`config.mk`:
```
export PLATFORM = sky130hd
export DESIGN_NAME = psbl_front
export DESIGN_NICKNAME = d
export VERILOG_FILES = /design/src/rtl/psbl_pkg.sv /design/src/rtl/psbl_front.sv
export SDC_FILE = /design/constraint.sdc
export NUM_CORES = 1
export LEC_CHECK = 0
export ABC_CLOCK_PERIOD_IN_PS = 2600
export BUFFER_PORTS_ARGS = -buffer_cell sky130_fd_sc_hd__clkbuf_2
export CAP_MARGIN = 25
export CORE_ASPECT_RATIO = 1.1
export CORE_MARGIN = 1.5
export CORE_UTILIZATION = 51
export CTS_CLUSTER_SIZE = 20
export DETAILED_ROUTE_END_ITERATION = 8
export MAX_ROUTING_LAYER = met4
export PLACE_DENSITY = 0.78
export SYNTH_ARGS = -nofsm -noshare
export SYNTH_HDL_FRONTEND = slang
export SYNTH_SLANG_ARGS = --single-unit
export TNS_END_PERCENT = 1
```
`constraint.sdc`:
```
create_clock -name clk -period 2.6 [get_ports clk]
set_clock_uncertainty 0.05 [all_clocks]
set_input_delay 0.26 -clock clk [delete_from_list [all_inputs] [get_ports clk]]
set_output_delay 0.26 -clock clk [all_outputs]
set_load 0.02 [all_outputs]
```
`src/rtl/psbl_pkg.sv`:
```
// ----------------------------------------------------------------------------
// psbl_pkg
// shared types and constants for the prefix sum bucket locator
// ----------------------------------------------------------------------------
package psbl_pkg;

  localparam int VAL_W   = 48;   // bucket size, position and running total width
  localparam int IDX_W   = 11;   // width of the reported bucket index
  localparam int Q_DEPTH = 2;    // entries in the front to back queue
  localparam int Q_PW    = $clog2(Q_DEPTH);
  localparam int Q_CW    = $clog2(Q_DEPTH + 1);

  typedef enum logic {
    OP_APPEND = 1'b0,
    OP_QUERY  = 1'b1
  } psbl_op_t;

  typedef struct packed {
    psbl_op_t           op;
    logic [VAL_W-1:0]   value;
  } psbl_entry_t;

  typedef enum logic [1:0] {
    B_IDLE,
    B_ADDR,
    B_CMP,
    B_DONE
  } psbl_bstate_t;

endpackage

```
`src/rtl/psbl_front.sv`:
```
// ----------------------------------------------------------------------------
// psbl_front
// accepts input words, decodes the operation and queues them for the back end
// ----------------------------------------------------------------------------
module psbl_front
  import psbl_pkg::*;
(
  input  logic              clk,
  input  logic              rst_n,
  input  logic              in_valid,
  output logic              in_ready,
  input  logic              in_func,
  input  logic [VAL_W-1:0]  in_value,
  output logic              q_valid,
  input  logic              q_ready,
  output psbl_entry_t       q_entry
);

  psbl_entry_t       slot_r [Q_DEPTH];
  logic [Q_PW-1:0]   wr_ptr_r;
  logic [Q_PW-1:0]   rd_ptr_r;
  logic [Q_CW-1:0]   cnt_r;
  logic              push;
  logic              pop;
  psbl_entry_t       new_entry;

  assign in_ready = (cnt_r != Q_CW'(Q_DEPTH));
  assign q_valid  = (cnt_r != '0);
  assign q_entry  = slot_r[rd_ptr_r];
  assign push     = in_valid && in_ready;
  assign pop      = q_valid && q_ready;

  // classify the word
  always_comb begin
    new_entry.op    = in_func ? OP_QUERY : OP_APPEND;
    new_entry.value = in_value;
  end

  always_ff @(posedge clk) begin
    if (push) begin
      slot_r[wr_ptr_r] <= new_entry;
    end
  end

  always_ff @(posedge clk) begin
    if (!rst_n) begin
      wr_ptr_r <= '0;
      rd_ptr_r <= '0;
      cnt_r    <= '0;
    end else begin
      if (push) begin
        wr_ptr_r <= wr_ptr_r + Q_PW'(1);
      end
      if (pop) begin
        rd_ptr_r <= rd_ptr_r + Q_PW'(1);
      end
      if (push && !pop) begin
        cnt_r <= cnt_r + Q_CW'(1);
      end else if (pop && !push) begin
        cnt_r <= cnt_r - Q_CW'(1);
      end
    end
  end

endmodule

```
==> results of run 1 <==
Yosys cell counts:
master / number / area [µm²]
edfxtp_1: 98 / 2943
mux2_2: 49 / 551.8
dfxtp_1: 5 / 100.1
and2_1: 4 / 25.02
buf_2: 3 / 15.01
xnor2_1: 2 / 17.52
a21bo_2: 1 / 10.01
a21boi_0: 1 / 7.510
a21boi_1: 1 / 7.510
and3_1: 1 / 6.260
buf_4: 1 / 7.510
buf_6: 1 / 11.26
ha_1: 1 / 12.51
inv_1: 1 / 3.750
nand2b_4: 1 / 13.76
nand3b_1: 1 / 7.510
o21ai_0: 1 / 5.000
o21ai_1: 1 / 5.000
or2_2: 1 / 6.260
or3_1: 1 / 6.260
xor2_1: 1 / 8.760
cell type report:
type	count	area [µm²]	share of cell area, %
Sequential cell	103	3044	66.17
Multi-Input combinational cell	67	691.9	15.04
Timing Repair Buffer	106	575.6	12.51
Clock buffer	9	123.9	2.692
Tap cell	85	106.4	2.312
Clock inverter	7	55.05	1.197
Inverter	1	3.754	0.08159
placed cells by master, fill, tap and decap left out, types with 2 or more instances in the layout:
cell / instances
dfxtp_1: 4
clkinv_2: 2
and2_1: 4
edfxtp_1: 98
buf_12: 3
clkinv_4: 2
mux2_2: 49
xnor2_1: 2
clkbuf_2: 103
clkbuf_8: 9
report_power, final:
part	switching [mW]	internal (mW)	leakage, nW
logic	0.735	0.551	0.694
clock network	0.529	0.358	0.0915
registers	0.103	2.07	0.957
registers in the layout (all words and copies together), names as in the netlist, named ones only:
name      flops
cnt_r         2
slot_r       98
rd_ptr_r      1
wr_ptr_r      1
routing by layer:
layer  vias to the layer above  GRT usage, %  share of wire, %
li1                        917             -                 -
met1                       942         19.91                42
met2                        70         27.18                50
met3                         2         5.560               7.9
met4                         0         5.738              0.49
met5                         -             -                 0
worst max-delay path: cells and delay by family (launching register included):
kind	cells	cell delay [ps]
buffers and inverters	2	420
DFF	1	640
muxes	1	370
cells by family (layout without fill, tap and decap cells):
logic type / Yosys count / after routing / share of synthesized area [%]
adder cells (fa/ha/maj): 1 / 1 / 0.3317
flip-flops: 103 / 103 / 80.69
multiplexers: 49 / 49 / 14.63
AO/OA/AOI/OAI: 5 / 5 / 0.9289
XOR/XNOR: 3 / 3 / 0.6969
AND/OR/NAND/NOR: 9 / 9 / 1.725
buffers and inverters: 6 / 123 / 0.9952
how the worst min path moves through the flow:
stage	end	slack (ps)	start	cells after the start
floorplan	slot_r[0][0]$_DFFE_PP_	310	in_value[0]	0
global placement	slot_r[0][5]$_DFFE_PP_	400	in_value[5]	1
detailed placement	slot_r[1][3]$_DFFE_PP_	400	in_value[3]	1
CTS	slot_r[0][43]$_DFFE_PP_	30	in_value[43]	1
global route	slot_r[0][37]$_DFFE_PP_	10	in_value[37]	1
finish	slot_r[1][43]$_DFFE_PP_	40	in_value[43]	1
==> flow_metrics.env, run 1 <==
export IMPL_syn_area_um2=3771
export IMPL_grt_util_all_layers_pct=16.79
export IMPL_ys_ff_latch=103
export IMPL_drt_iter0_drc=98
export IMPL_dieWidth_um=84.99
export IMPL_hp_class="in2reg"
export IMPL_cts_root_buffer="clkbuf_8"
export IMPL_worstMarginPinSlew_ps=476.1
export IMPL_cellPowerDensity_nw_per_um2=944.9
export IMPL_rr_endpoint="slot_r[1][46]$_DFFE_PP_"
export IMPL_crit_slowest_cell="dfxtp_2"
export IMPL_drt_pass1_iter_count=6
export IMPL_hold_slack_ps=44.28
export IMPL_cts_setup_buffers=0
export IMPL_total_power_mw=4.347
export IMPL_start_util_pct=53.21
export IMPL_rsz0062_at_grt="false"
export IMPL_finalCritPeriodShare_pct=81.16
export IMPL_fin_area_um2=4601
export IMPL_instances_no_fill=378
export IMPL_setup_slack_ps=489.8
export IMPL_grt_max_degree=34
export IMPL_path_max_fanout=31
export IMPL_utilization_pct=64.92
export IMPL_remaining_drc_errors=7
export IMPL_wl_per_cell_um=16.22
export IMPL_cp_cell_sequence="buf_12, mux2_2, clkbuf_2"
export IMPL_endpoint="q_entry[0]"
export IMPL_cts_sinks=103
export IMPL_totalWireLength_mm=6.130
export IMPL_p_leak_nw=1.742
export IMPL_vias_per_cell=5.108
export IMPL_period_minus_slack_ps=2110
export IMPL_gp_congestion=0.6965
export IMPL_worst_setup_path_end_kind="output port"
export IMPL_grt_pass1_vias=2033
export IMPL_rr_startpoint="cnt_r[0]$_SDFFE_PN0P_"
export IMPL_finalSetupTns_ps=0
export IMPL_pre_cts_ws_ps=856.5
export IMPL_drive_above_1_share_pct=60.41
export IMPL_required_ps=2290
export IMPL_htree_levels=3
export IMPL_insertion_delay_ps=340
export IMPL_place_inst=362
export IMPL_syn_avg_cell_area_um2=21.43
export IMPL_path_class="reg2out"
export IMPL_area_delta_synth_final_pct=22.00
export IMPL_final_hold_viol_count=0
export IMPL_setup_violations=0
export IMPL_path_clk_slew_ps=100
export IMPL_ir_drop_mv=0.5189
export IMPL_core_area_um2=7087
export IMPL_io_buffers=103
export IMPL_grt_pass1_wl_mm=9.508
export IMPL_synth_net_count=230
export IMPL_ff2ff_path_depth=3
export IMPL_cpPeakStageDelay_ps=640
export IMPL_cts_made_buffers=9
export IMPL_violations="DRC"
export IMPL_critPathArrivalTime_ps=1800
export IMPL_critPathLaunchType="register"
export IMPL_rows=32
export IMPL_ys_warn_count=0
export IMPL_finalMaxSlewViolations=0
export IMPL_ctsResizeCount=0
export IMPL_die_area_um2=7920
export IMPL_reg2reg_slack_ps=880
export IMPL_status="finished, violations left"
export IMPL_ioPinCount=104
export IMPL_vias=1931
export IMPL_postCtsHoldBufs=0
export IMPL_synth_distinct_cells=21
export IMPL_antenna_cells=0
export IMPL_antenna_found_initial=0
export IMPL_die_y_um=93.19
export IMPL_cts_buffer_depth=2
export IMPL_slew_headroom_pct=68.26
export IMPL_fin_nets=342
export IMPL_dp_final_hpwl_mm=4.178
export IMPL_dpl_cell_area_um2=4422
export IMPL_maxCapViolations=0
export IMPL_max_freq_mhz=473.9
export IMPL_grt_overflow=0
export IMPL_syn_inst=176
export IMPL_ant_nets=0
export IMPL_cts_tree="built"
export IMPL_fill_cells=510
export IMPL_yosysSeqAreaShare_pct=80.69
Power figures use the tool's default switching activity.
==> run 2, diff against run 1 <==
--- a/config.mk
+++ b/config.mk
@@ -5,7 +5,7 @@
 export SDC_FILE = /design/constraint.sdc
 export NUM_CORES = 1
 export LEC_CHECK = 0
-export ABC_CLOCK_PERIOD_IN_PS = 2600
+export ABC_CLOCK_PERIOD_IN_PS = 2000
 export BUFFER_PORTS_ARGS = -buffer_cell sky130_fd_sc_hd__clkbuf_2
 export CAP_MARGIN = 25
 export CORE_ASPECT_RATIO = 1.1
==> constraint.sdc (replaced) <==
create_clock -name clk -period 2 [get_ports clk]
set_clock_uncertainty 0.05 [all_clocks]
set_input_delay 0.2 -clock clk [delete_from_list [all_inputs] [get_ports clk]]
set_output_delay 0.2 -clock clk [all_outputs]
set_load 0.02 [all_outputs]
==> flow_metrics.env, run 2 (synthesized netlist as in run 1, its figures left out) <==
export IMPL_status="finished, violations left"
export IMPL_violations="DRC"
export IMPL_antenna_cells=0
export IMPL_grt_pass1_wl_mm=10.34
export IMPL_maxCapViolations=0
export IMPL_final_common_cell="clkbuf_2"
export IMPL_reg2reg_slack_ps=350
export IMPL_insertion_delay_ps=350
export IMPL_drive_above_1_share_pct=51.88
export IMPL_ff2ff_path_depth=5
export IMPL_dp_final_hpwl_mm=3.948
export IMPL_regArea_um2=3044
export IMPL_path_class="reg2out"
export IMPL_period_minus_slack_ps=1753
export IMPL_ant_nets=0
export IMPL_htree_levels=3
export IMPL_grt_pass1_vias=2213
export IMPL_pre_cts_ws_ps=383.9
export IMPL_cts_setup_buffers=0
export IMPL_fill_cells=460
export IMPL_grt_use_met3_pct=3.266
export IMPL_cts_root_buffer="clkbuf_8"
export IMPL_utilization_pct=72.40
export IMPL_rows=32
export IMPL_grt_util_all_layers_pct=17.87
export IMPL_endpoint="q_entry[4]"
export IMPL_postCtsHoldBufs=49
export IMPL_p_leak_nw=1.968
export IMPL_die_y_um=93.19
export IMPL_setup_slack_ps=247.4
export IMPL_dieWidth_um=84.99
export IMPL_largest_register_ffs=98
export IMPL_grt_use_met2_pct=31.55
export IMPL_core_area_um2=7087
export IMPL_vias=2117
export IMPL_top_register="slot_r"
export IMPL_totalWireLength_mm=6.680
export IMPL_ctsResizeCount=0
export IMPL_start_util_pct=53.21
export IMPL_total_power_mw=5.882
export IMPL_grt_util_met1_pct=19.94
export IMPL_die_area_um2=7920
export IMPL_path_max_fanout=18
export IMPL_final_hold_viol_count=0
export IMPL_cts_made_buffers=9
export IMPL_grt_max_degree=33
export IMPL_ioPinCount=104
export IMPL_setup_violations=0
export IMPL_rsz0062_at_grt="false"
export IMPL_path_clk_slew_ps=90
export IMPL_wl_per_cell_um=15.53
export IMPL_io_buffers=103
export IMPL_finalMaxSlewViolations=0
export IMPL_slew_headroom_pct=84.12
export IMPL_busiest_layer="met2"
export IMPL_remaining_drc_errors=8
export IMPL_ir_drop_mv=0.8258
export IMPL_worstMarginPinSlew_ps=238.1
export IMPL_antenna_found_initial=0
export IMPL_grt_overflow=0
export IMPL_cts_tree="built"
export IMPL_fin_nets=394
export IMPL_worst_setup_path_end_kind="output port"
export IMPL_drt_iter0_drc=97
export IMPL_drt_pass1_iter_count=6
export IMPL_area_delta_synth_final_pct=36.06
export IMPL_required_ps=1750
export IMPL_cellPowerDensity_nw_per_um2=1146
export IMPL_cts_sinks=103
export IMPL_cts_buffer_depth=2
export IMPL_critPathLaunchType="register"
export IMPL_reg_top3="slot_r x98, cnt_r x2"
export IMPL_rr_startpoint="cnt_r[0]$_SDFFE_PN0P_"
export IMPL_layout_common_cells="clkbuf_2, edfxtp_1, mux2_2, dlygate4sd3_1, clkbuf_8"
export IMPL_vias_per_cell=4.923
export IMPL_hp_class="in2reg"
export IMPL_rr_endpoint="cnt_r[1]$_SDFFE_PN0P_"
export IMPL_max_freq_mhz=570.6
export IMPL_critPathArrivalTime_ps=1500
export IMPL_gp_congestion=0.7197
export IMPL_multi_input_area_um2=691.9
export IMPL_finalCritPeriodShare_pct=87.63
-- run 2: changes by cell type in the layout (fill, tap and decap cells not counted) --
cell / previous run / this run
buf_4: 0 / 3
bufinv_16: 0 / 1
clkbuf_1: 0 / 1
clkinv_2: 2 / 1
clkinv_4: 2 / 1
dlygate4sd3_1: 0 / 49
inv_6: 1 / 2
inv_8: 1 / 0
-- run 2: cell type report --
| class | count | area share (%) |
|---|---|---|
| Timing Repair Buffer | 158 | 21.21 |
| Clock inverter | 6 | 1.341 |
| Clock buffer | 10 | 2.487 |
| Inverter | 1 | 0.07315 |
| Multi-Input combinational cell | 67 | 13.48 |
| Tap cell | 85 | 2.073 |
| Sequential cell | 103 | 59.33 |
-- run 2: stage by stage --
step / TNS (ps) / instance area [µm²] / hold slack, ps / cells
finish: 0 / 5131 / 53.52 / 430
global route: 0 / 5131 / 51.88 / 430
floorplan: -4953 / 3772 / 248.9 / 176
detailed placement: 0 / 4444 / 343.8 / 365
global placement: 0 / 4444 / 339.1 / 365
CTS: 0 / 5131 / 41.48 / 430
-- run 2: worst min path at each step --
stage	from	to	cells past startpoint
after detailed placement	in_value[46]	slot_r[1][46]$_DFFE_PP_	1
after floorplan	in_value[0]	slot_r[0][0]$_DFFE_PP_	0
after global placement	in_value[32]	slot_r[0][32]$_DFFE_PP_	1
after CTS	rst_n	register	2
after global routing	rst_n	cnt_r[0]$_SDFFE_PN0P_	2
final	rst_n	rd_ptr_r$_SDFFE_PN0P_	2
-- run 2: worst max-delay path, stage by stage (launching register included) --
cell,delay [ps]
dfxtp_2,360
buf_4,260
mux2_2,370
clkbuf_2,160
-- run 2: where the power goes --
| part | internal (mW) | switching [mW] | leakage [nW] | total (mW) |
|---|---|---|---|---|
| Combinational | 0.798 | 1.03 | 0.914 | 1.83 |
| Sequential | 2.69 | 0.0847 | 0.957 | 2.78 |
| Clock | 0.588 | 0.688 | 0.0973 | 1.28 |
| Total | 4.08 | 1.80 | 1.97 | 5.88 |
-- run 2: routing by layer --
metal,vias up,part of all wire (%)
met2,69,55
met5,-,0
met4,0,1.2
met3,8,5.4
met1,1022,39
li1,1018,-
